### config.mk
export PLATFORM = sky130hd
export DESIGN_NAME = bel_ctrl
export DESIGN_NICKNAME = d
export VERILOG_FILES = /design/src/rtl/core/bel_pkg.sv /design/src/rtl/core/bel_ctrl.sv
export SDC_FILE = /design/constraint.sdc
export NUM_CORES = 1
export LEC_CHECK = 0
export ABC_AREA = 1
export BUFFER_PORTS_ARGS = -buffer_cell sky130_fd_sc_hd__buf_2
export CELL_PAD_IN_SITES_DETAIL_PLACEMENT = 0
export CELL_PAD_IN_SITES_GLOBAL_PLACEMENT = 2
export CORE_ASPECT_RATIO = 1.1
export CORE_MARGIN = 2
export CORE_UTILIZATION = 35
export CTS_CLUSTER_SIZE = 25
export DETAILED_ROUTE_END_ITERATION = 10
export PLACE_DENSITY = 0.81
export SETUP_SLACK_MARGIN = 0.4
export SLEW_MARGIN = 25
export SYNTH_ARGS = -nofsm -noshare
export SYNTH_HDL_FRONTEND = slang
export SYNTH_SLANG_ARGS = --single-unit
### constraint.sdc
create_clock -name clk -period 4.3 [get_ports clk]
set_input_delay 0.645 -clock clk [delete_from_list [all_inputs] [get_ports clk]]
set_output_delay 0.645 -clock clk [all_outputs]
set_load 0.03 [all_outputs]
### src/rtl/core/bel_pkg.sv
`timescale 1ns / 1ps
`default_nettype none
// ----------------------------------------------------------------------------
// bel_pkg
// Shared constants, command codes and status bundle of the exclusion builder.
// ----------------------------------------------------------------------------
package bel_pkg;

  localparam int NUM_ATOMS   = 1024;
  localparam int ATOM_W      = 10;
  localparam int N_W         = 11;
  localparam int BOND_SLOTS  = 8;
  localparam int BOND_SW     = 3;
  localparam int BCNT_W      = 4;
  localparam int PART_SLOTS  = 32;
  localparam int PART_SW     = 5;
  localparam int ECNT_W      = 6;
  localparam int P14_DEPTH   = 4096;
  localparam int P14_AW      = 12;
  localparam int TOT_W       = 13;
  localparam int FUNC_W      = 3;
  localparam int ST_W        = 2;

  localparam logic [FUNC_W-1:0] FN_BOND     = 3'd0;
  localparam logic [FUNC_W-1:0] FN_ANGLE    = 3'd1;
  localparam logic [FUNC_W-1:0] FN_DIHEDRAL = 3'd2;
  localparam logic [FUNC_W-1:0] FN_IMPROPER = 3'd3;
  localparam logic [FUNC_W-1:0] FN_FINISH   = 3'd4;
  localparam logic [FUNC_W-1:0] FN_RD_EXCL  = 3'd5;
  localparam logic [FUNC_W-1:0] FN_RD_P14   = 3'd6;
  localparam logic [FUNC_W-1:0] FN_CLEAR    = 3'd7;

  localparam logic [ST_W-1:0] ST_OK       = 2'd0;
  localparam logic [ST_W-1:0] ST_OVERFLOW = 2'd1;
  localparam logic [ST_W-1:0] ST_PHASE    = 2'd2;
  localparam logic [ST_W-1:0] ST_RANGE    = 2'd3;

  typedef enum logic [5:0] {
    OP_IDLE, OP_SWEEP, OP_CHECK, OP_NOP,
    OP_BN0, OP_BN1, OP_TNEXT,
    OP_AP_RD, OP_AP_CNT, OP_AP_SCAN, OP_AP_CMP, OP_AP_P14, OP_AP_X0, OP_AP_X1,
    OP_W_IA, OP_W_IAC, OP_W_J, OP_W_JD, OP_W_IB, OP_W_IBC, OP_W_K, OP_W_KD,
    OP_W_IC, OP_W_ICB, OP_W_ICC, OP_W_L, OP_W_LD, OP_W_ID,
    OP_R0, OP_R1, OP_R_SCAN, OP_R_CMP, OP_R_OUT,
    OP_P0, OP_P1, OP_EMIT
  } op_t;

  typedef struct packed {
    logic              in_fire;
    logic              err;
    logic [FUNC_W-1:0] fn;
    logic              sec;
    logic              term_end;
    logic              scan_end;
    logic              hit;
    logic              sweep_done;
    logic              ia_end;
    logic              j_end;
    logic              k_end;
    logic              ic_self;
    logic              l_end;
    logic              id_skip;
    logic              out_load;
    logic              out_last;
  } stat_t;

endpackage
`default_nettype wire

### src/rtl/core/bel_ctrl.sv
`timescale 1ns / 1ps
`default_nettype none
// ----------------------------------------------------------------------------
// bel_ctrl
// Sequencer for terms, pair insertion, graph walk, reads and clearing.
// ----------------------------------------------------------------------------
module bel_ctrl import bel_pkg::*; (
  input  logic  clk,
  input  logic  rst,
  input  stat_t stat,
  output op_t   cmd
);

  typedef enum logic [35:0] {
    S_CLR    = 36'd1 << 0,  S_IDLE   = 36'd1 << 1,  S_CHECK  = 36'd1 << 2,
    S_DISP   = 36'd1 << 3,  S_BN0    = 36'd1 << 4,  S_BN1    = 36'd1 << 5,
    S_TNEXT  = 36'd1 << 6,  S_AP_RD  = 36'd1 << 7,  S_AP_CNT = 36'd1 << 8,
    S_AP_SCAN = 36'd1 << 9, S_AP_CMP = 36'd1 << 10, S_AP_P14 = 36'd1 << 11,
    S_AP_X0  = 36'd1 << 12, S_AP_X1  = 36'd1 << 13, S_W_IA   = 36'd1 << 14,
    S_W_IAC  = 36'd1 << 15, S_W_J    = 36'd1 << 16, S_W_JD   = 36'd1 << 17,
    S_W_IB   = 36'd1 << 18, S_W_IBC  = 36'd1 << 19, S_W_K    = 36'd1 << 20,
    S_W_KD   = 36'd1 << 21, S_W_IC   = 36'd1 << 22, S_W_ICB  = 36'd1 << 23,
    S_W_ICC  = 36'd1 << 24, S_W_L    = 36'd1 << 25, S_W_LD   = 36'd1 << 26,
    S_W_ID   = 36'd1 << 27, S_R0     = 36'd1 << 28, S_R1     = 36'd1 << 29,
    S_R_SCAN = 36'd1 << 30, S_R_CMP  = 36'd1 << 31, S_R_OUT  = 36'd1 << 32,
    S_P0     = 36'd1 << 33, S_P1     = 36'd1 << 34, S_EMIT   = 36'd1 << 35
  } state_t;

  typedef enum logic [1:0] {RET_TERM, RET_EMIT, RET_W3, RET_W4} ret_t;

  state_t state, state_next;
  ret_t   ret, ret_next;
  logic   clr_rsp, clr_rsp_next;
  state_t ret_state;

  always_comb begin
    case (ret)
      RET_TERM: ret_state = S_TNEXT;
      RET_EMIT: ret_state = S_EMIT;
      RET_W3:   ret_state = S_W_ICB;
      default:  ret_state = S_W_L;
    endcase
  end

  always_comb begin
    state_next   = state;
    ret_next     = ret;
    clr_rsp_next = clr_rsp;
    unique case (state)
      S_CLR:     if (stat.sweep_done) state_next = clr_rsp ? S_EMIT : S_IDLE;
      S_IDLE:    if (stat.in_fire) state_next = S_CHECK;
      S_CHECK:   state_next = S_DISP;
      S_DISP: begin
        if (stat.err) begin
          state_next = S_EMIT;
        end else begin
          unique case (stat.fn)
            FN_BOND:                          state_next = S_BN0;
            FN_ANGLE, FN_DIHEDRAL, FN_IMPROPER: state_next = S_TNEXT;
            FN_FINISH:                        state_next = S_W_IA;
            FN_RD_EXCL:                       state_next = S_R0;
            FN_RD_P14:                        state_next = S_P0;
            default: begin
              state_next   = S_CLR;
              clr_rsp_next = 1'b1;
            end
          endcase
        end
      end
      S_BN0:     state_next = S_BN1;
      S_BN1: begin
        if (!stat.sec) begin
          state_next = S_BN0;
        end else begin
          state_next = S_AP_X0;
          ret_next   = RET_EMIT;
        end
      end
      S_TNEXT: begin
        if (stat.term_end) begin
          state_next = S_EMIT;
        end else begin
          state_next = S_AP_RD;
          ret_next   = RET_TERM;
        end
      end
      S_AP_RD:   state_next = S_AP_CNT;
      S_AP_CNT:  state_next = S_AP_SCAN;
      S_AP_SCAN: state_next = stat.scan_end ? S_AP_P14 : S_AP_CMP;
      S_AP_CMP:  state_next = stat.hit ? ret_state : S_AP_SCAN;
      S_AP_P14:  state_next = S_AP_X0;
      S_AP_X0:   state_next = S_AP_X1;
      S_AP_X1:   state_next = stat.sec ? ret_state : S_AP_X0;
      S_W_IA:    state_next = stat.ia_end ? S_EMIT : S_W_IAC;
      S_W_IAC:   state_next = S_W_J;
      S_W_J:     state_next = stat.j_end ? S_W_IA : S_W_JD;
      S_W_JD:    state_next = S_W_IB;
      S_W_IB:    state_next = S_W_IBC;
      S_W_IBC:   state_next = S_W_K;
      S_W_K:     state_next = stat.k_end ? S_W_J : S_W_KD;
      S_W_KD:    state_next = S_W_IC;
      S_W_IC: begin
        if (stat.ic_self) begin
          state_next = S_W_K;
        end else begin
          state_next = S_AP_RD;
          ret_next   = RET_W3;
        end
      end
      S_W_ICB:   state_next = S_W_ICC;
      S_W_ICC:   state_next = S_W_L;
      S_W_L:     state_next = stat.l_end ? S_W_K : S_W_LD;
      S_W_LD:    state_next = S_W_ID;
      S_W_ID: begin
        if (stat.id_skip) begin
          state_next = S_W_L;
        end else begin
          state_next = S_AP_RD;
          ret_next   = RET_W4;
        end
      end
      S_R0:      state_next = S_R1;
      S_R1:      state_next = S_R_SCAN;
      S_R_SCAN:  state_next = stat.scan_end ? S_R_OUT : S_R_CMP;
      S_R_CMP:   state_next = S_R_SCAN;
      S_R_OUT:   if (stat.out_load && stat.out_last) state_next = S_IDLE;
      S_P0:      state_next = S_P1;
      S_P1:      state_next = S_EMIT;
      S_EMIT: begin
        if (stat.out_load) begin
          state_next   = S_IDLE;
          clr_rsp_next = 1'b0;
        end
      end
      default:   state_next = S_IDLE;
    endcase
  end

  always_comb begin
    unique case (state)
      S_CLR:     cmd = OP_SWEEP;
      S_IDLE:    cmd = OP_IDLE;
      S_CHECK:   cmd = OP_CHECK;
      S_DISP:    cmd = OP_NOP;
      S_BN0:     cmd = OP_BN0;
      S_BN1:     cmd = OP_BN1;
      S_TNEXT:   cmd = OP_TNEXT;
      S_AP_RD:   cmd = OP_AP_RD;
      S_AP_CNT:  cmd = OP_AP_CNT;
      S_AP_SCAN: cmd = OP_AP_SCAN;
      S_AP_CMP:  cmd = OP_AP_CMP;
      S_AP_P14:  cmd = OP_AP_P14;
      S_AP_X0:   cmd = OP_AP_X0;
      S_AP_X1:   cmd = OP_AP_X1;
      S_W_IA:    cmd = OP_W_IA;
      S_W_IAC:   cmd = OP_W_IAC;
      S_W_J:     cmd = OP_W_J;
      S_W_JD:    cmd = OP_W_JD;
      S_W_IB:    cmd = OP_W_IB;
      S_W_IBC:   cmd = OP_W_IBC;
      S_W_K:     cmd = OP_W_K;
      S_W_KD:    cmd = OP_W_KD;
      S_W_IC:    cmd = OP_W_IC;
      S_W_ICB:   cmd = OP_W_ICB;
      S_W_ICC:   cmd = OP_W_ICC;
      S_W_L:     cmd = OP_W_L;
      S_W_LD:    cmd = OP_W_LD;
      S_W_ID:    cmd = OP_W_ID;
      S_R0:      cmd = OP_R0;
      S_R1:      cmd = OP_R1;
      S_R_SCAN:  cmd = OP_R_SCAN;
      S_R_CMP:   cmd = OP_R_CMP;
      S_R_OUT:   cmd = OP_R_OUT;
      S_P0:      cmd = OP_P0;
      S_P1:      cmd = OP_P1;
      S_EMIT:    cmd = OP_EMIT;
      default:   cmd = OP_NOP;
    endcase
  end

  always_ff @(posedge clk) begin
    if (rst) begin
      state   <= S_CLR;
      ret     <= RET_EMIT;
      clr_rsp <= 1'b0;
    end else begin
      state   <= state_next;
      ret     <= ret_next;
      clr_rsp <= clr_rsp_next;
    end
  end

endmodule
`default_nettype wire

---- Yosys cells after proc, flatten, opt, wreduce, memory -nomap -nowiden ----
Index checks and enable logic that the tools add are counted.
W data, S select, Z words.
word-level totals
  register bits ........................... 39
  latch bits .............................. 0
  RAM bits ................................ 0
  memory bits (read-only) ................. 0
  bits of input ports ..................... 20
  output and inout bits ................... 6
  word-level logic and storage cells ...... 99
  memories ................................ 0
cells by class
  add/subtract/negate cells ............... 0
  multipliers ............................. 0
  div/mod/pow operators ................... 0
  $lt $le $gt $ge ......................... 0
  equality and inequality tests ........... 54
  shifts and indexed selects .............. 0
  multiplexer cells ....................... 31
  bitwise gates (word level) .............. 0
  reductions and logical operators ........ 11
operator list
  kind                    number
  $pmux W36 S35           1
  $mux W36                10
  $pmux W6 S35            1
  $pmux W34 S5            1
  $pmux W36 S3            1
  $eq A36 B1 Y1 const B   1
  $eq A36 B10 Y1 const B  1
  $eq A36 B11 Y1 const B  1
  $eq A36 B12 Y1 const B  1
  $eq A36 B13 Y1 const B  1
  $eq A36 B14 Y1 const B  1
  $eq A36 B15 Y1 const B  1
  $eq A36 B16 Y1 const B  1
  $eq A36 B17 Y1 const B  1
  $eq A36 B18 Y1 const B  1
  $eq A36 B19 Y1 const B  1
  $eq A36 B2 Y1 const B   1
  $eq A36 B20 Y1 const B  1
  $eq A36 B21 Y1 const B  1
  $eq A36 B22 Y1 const B  1
  $eq A36 B23 Y1 const B  1
  $eq A36 B24 Y1 const B  1
  $eq A36 B25 Y1 const B  1
  $eq A36 B26 Y1 const B  1
  45 further kinds        63

---- Logic depth before layout (Yosys ltp) ----
  word-level depth ........................ 5
  depth in mapped cells ................... 14
  mapped depth without buffers ............ 14

---- Worst setup path after synthesis ----
Ideal clock, no wire load.
  kind .................................... reg2out
  start point ............................. register state[5]
  end point ............................... output port cmd[0]
  arrival ................................. 1841 ps
  data required time ...................... 3655 ps
  setup slack ............................. 1814 ps
  stages on the path, launching flop included .. 11
  path buffers ............................ 0
  path through ............................ dfxtp_1 nor2_2 nand2_1 nor2_4 nand2_4 nor2_8 o21ai_0 nand3_1 nor3_1 nand4_1 nand3_1
on the way
  cells in the longest elaborated chain, start to end .. 2
  elaborated cells on any way between the ends .. 36
RTL lines
  element                                       RTL line         text
  start: declaration                            bel_ctrl.sv:31   state_t state, state_next;
  start signal: assignment                      bel_ctrl.sv:187  state <= state_next;
  $eq A36 B36 Y1, or another cell as far along  bel_ctrl.sv:140  unique case (state)
  $pmux W6 S35 (*)                              bel_ctrl.sv:140
  end: declaration                              bel_ctrl.sv:11   output op_t cmd
Every way passes the cells marked *; elsewhere a longest branch is shown, timed or not.

---- Worst setup path in the final report ----
  start point ............................. register state[35]
  end point ............................... output port cmd[0]
Same word-level chain as after synthesis.

==> key figures <==
Power
  – PwrDens: 273 nW/µm²
  – Max VDD drop: ~0.00012 V
  – Leakage power: 1.59 nW

Die
  – Die area: 8500 µm²
  – Rows: 33
  – Initial core utilization: 0.362
  – Die outline height: 96.5 µm
  – Total core area: 7510 µm²
  – DIE WIDTH: 88.1 µm
  – Io pins: 26

Timing
  – Unrepaired setup endpoints after global routing: false
  – Final slew viol count: 0
  – Final hold viol count: 0
  – Max Freq: roughly 330 MHz
  – Worst Max-Slew Pin Slew: 0.828 ns
  – Setup TNS: 0 ns
  – Fin crit share: 0.708
  – Minimum clock period after layout: just over 3 ns
  – Skew final: 0.00836 ns
  – Max_slew headroom: 0.447
  – Final setup viols: 0

Synthesis
  – Mapped Area: 2720 µm²
  – Synthesis-stage register bit count: 39
  – Yosys cell types: 39
  – Post-synth ARST share: 0
  – Sequential-to-total area share from yosys stat: 0.287
  – Synth Flop Type: dfxtp_1
  – Syn Area/Cell: 6.51 µm²
  – Mapped Cells: 418
  – Post-synth EDFFs: 0
  – Post-synth top area share: 0.287
  – Synth warn: 0
  – Area contributors post-synth: dfxtp_1, nand2_1, inv_1
  – Area leader, netlist: dfxtp_1
  – Syn nets: 438

Final layout
  – Diode count: 0
  – Fin area: 3070 µm²
  – Area grow syn2layout: 12.7%
  – Layout cells sized above 1: 0.197
  – Post-Layout Cell Count: 552
  – Final nets: 466

Worst setup path
  – Critical path class: reg2out
  – Slowest-stage cell, CP: dfxtp_1
  – Most frequent CP cell: nand2_1
  – Reg2Reg Depth: 12
  – WP buf/inv: 2
  – Worst setup EP type: primary output
  – FF-to-FF End: state[1]
  – CP max FO: 5
  – Crit path largest cell delay: 0.40 ns
  – WP data required: 3.65 ns
  – R2R Setup Slk: 1.90 ns
  – Critical path startpoint category: register
  – Arrival time at the worst endpoint: between 2 and 2.5 ns
  – RR Startpoint: state[35]
  – Cell family with most CP delay: simple AND/OR/NAND/NOR gates
  – Crit-path cells: nor2_1, nand2_1, nor2_1, nand2_1, nor2_4, nand2_1, inv_1, nor2_1, nand2_1, nor3_1, nand4_1, nand3_1, buf_2

Placed design
  – Number of port buffers: 25
  – Inst Count DP: 544
  – Post-DP Area: 2960 µm²
  – Routability cong.: 0.917
  – DPL Wire Length: roughly 6.7 mm

Global routing
  – Global route overflow: 0
  – First-pass GRT wire length: 13.3 mm
  – Number of global-route vias before repair: 2,645
  – Initial antenna violation count: 0
  – Largest net degree at the start of global routing: 22
  – Global-route usage over all layers: 0.209

Route
  – DRC: 0
  – TritonRoute pass-1 iters: 4
  – Final wirelength: 8.20 mm
  – DRT iter0 DRCs: 111
  – Vias: about 2,700
  – Post-detailed-route count of antenna-violating nets: 0
  – WL per Instance: 14.8 µm
  – DR vias/cell: 4.82

Clocking
  – Max clock buf depth: 2
  – CTS HTree Levels: 2
  – Worst-skew pair later-pin latency: about 0.30 ns
  – Post-CTS Hold Fix Bufs: 0
  – Reg clk slew, reported paths: 0.08 ns
  – CTS tree: done
  – Post-CTS Setup Bufs: 0
  – Post-CTS resize count: 0
  – Root Buffer: clkbuf_8
  – CTS Buf Count: 5
  – Clock Sinks: 39

Min path
  – Min-delay worst type: reg2reg
  – Worst hold start: clr_rsp
  – Hold Crit Depth: 2
  – Hold EP: clr_rsp

Flow run
  – Max cap viols: 0

Status
  – Status: completed
-- registers in the layout, summed over array words and instances, names as in the netlist --
| register | flops |
|---|---|
| state | 36 |
| ret | 2 |
| clr_rsp | 1 |
-- Yosys cell counts (2+ instances only) --
| cell | count |
|---|---|
| a21oi_2 | 3 |
| nor4_1 | 5 |
| nand2_4 | 3 |
| nor3_1 | 32 |
| a21oi_1 | 5 |
| nand4_1 | 15 |
| nor2_8 | 3 |
| nor2_1 | 46 |
| nand3_1 | 29 |
| nand2_1 | 93 |
| nor2_2 | 13 |
| dfxtp_1 | 39 |
| nand2_2 | 11 |
| a31oi_1 | 2 |
| o21ai_0 | 9 |
| inv_1 | 69 |
| nor2_4 | 10 |
| o21ai_1 | 4 |
| nor3_2 | 2 |
| clkbuf_1 | 3 |
| o211ai_1 | 4 |
-- cell families after synthesis --
logic type / synth area share
simple gates: 0.521
compound gates: 0.0860
buf+inv: 0.106
flops: 0.287
-- layer usage --
metal	GRT usage	vias to the layer above	share of wire
li1	-	1408	-
met1	0.264	1205	0.47
met2	0.384	41	0.50
met3	0.0280	5	0.027
met4	0.0341	0	0.0071
met5	0	-	0
-- power by group --
part	switching (mW)	total [mW]	internal, mW
combinational	0.106	0.152	0.0463
clock	0.144	0.317	0.173
sequential	0.00361	0.368	0.364
total	0.254	0.838	0.584
-- placed cells by master (no fill, tap or decap), drive strengths merged --
cell type	synthesis	layout
nor3	35	35
clkinv	1	3
buf	1	25
a21oi	8	8
clkbuf	3	5
a211oi	2	2
bufinv	0	1
nand3	30	30
o221ai	1	1
a31oi	2	2
o311ai	1	1
o211ai	5	5
or2	2	2
nand4	16	16
nor3b	1	1
nor4	5	5
o21ai	15	15
nand2	108	108
dfxtp	39	39
inv	70	70
nor2	72	72
nand3b	1	1
-- tightest hold or removal path: cells and delay by family (launching register included) --
family,cells,cell delay [ns]
AO/OA/AOI/OAI,1,0.06
buffers and inverters,1,0.08
flip-flops,1,0.31
-- area by class of cell --
| cell class | instances | area [µm²] |
|---|---|---|
| clock inverter | 3 | 43.8 |
| timing repair buffer | 25 | 125 |
| sequential | 39 | 781 |
| multi-input combinational | 304 | 1650 |
| tap | 105 | 131 |
| clock buffer | 5 | 68.8 |
| fill | 870 | 4450 |
| inverter | 71 | 267 |
-- worst max-delay path by stage --
stage,cells past startpoint,end,start,slack [ns]
finish,13,cmd[0],state[35],1.26
global route,13,cmd[0],state[32],1.02
CTS,13,cmd[0],state[35],1.23
detailed placement,13,cmd[0],state[35],1.57
global placement,13,cmd[0],state[32],1.59
floorplan,10,cmd[0],state[5],1.81
-- through the flow --
step	utilization	setup WS (ns)	hold slack, ns	power (mW)
2_1_floorplan	-	1.81	0.466	0.487
5_1_grt	0.408	1.02	0.503	0.873
3_3_place_gp	0.393	1.59	0.485	0.529
3_5_place_dp	0.393	1.57	0.486	0.530
6_report	0.408	1.26	0.494	0.838
4_1_cts	0.408	1.23	0.498	0.848
No activity file was read; power rests on OpenSTA's default activity.
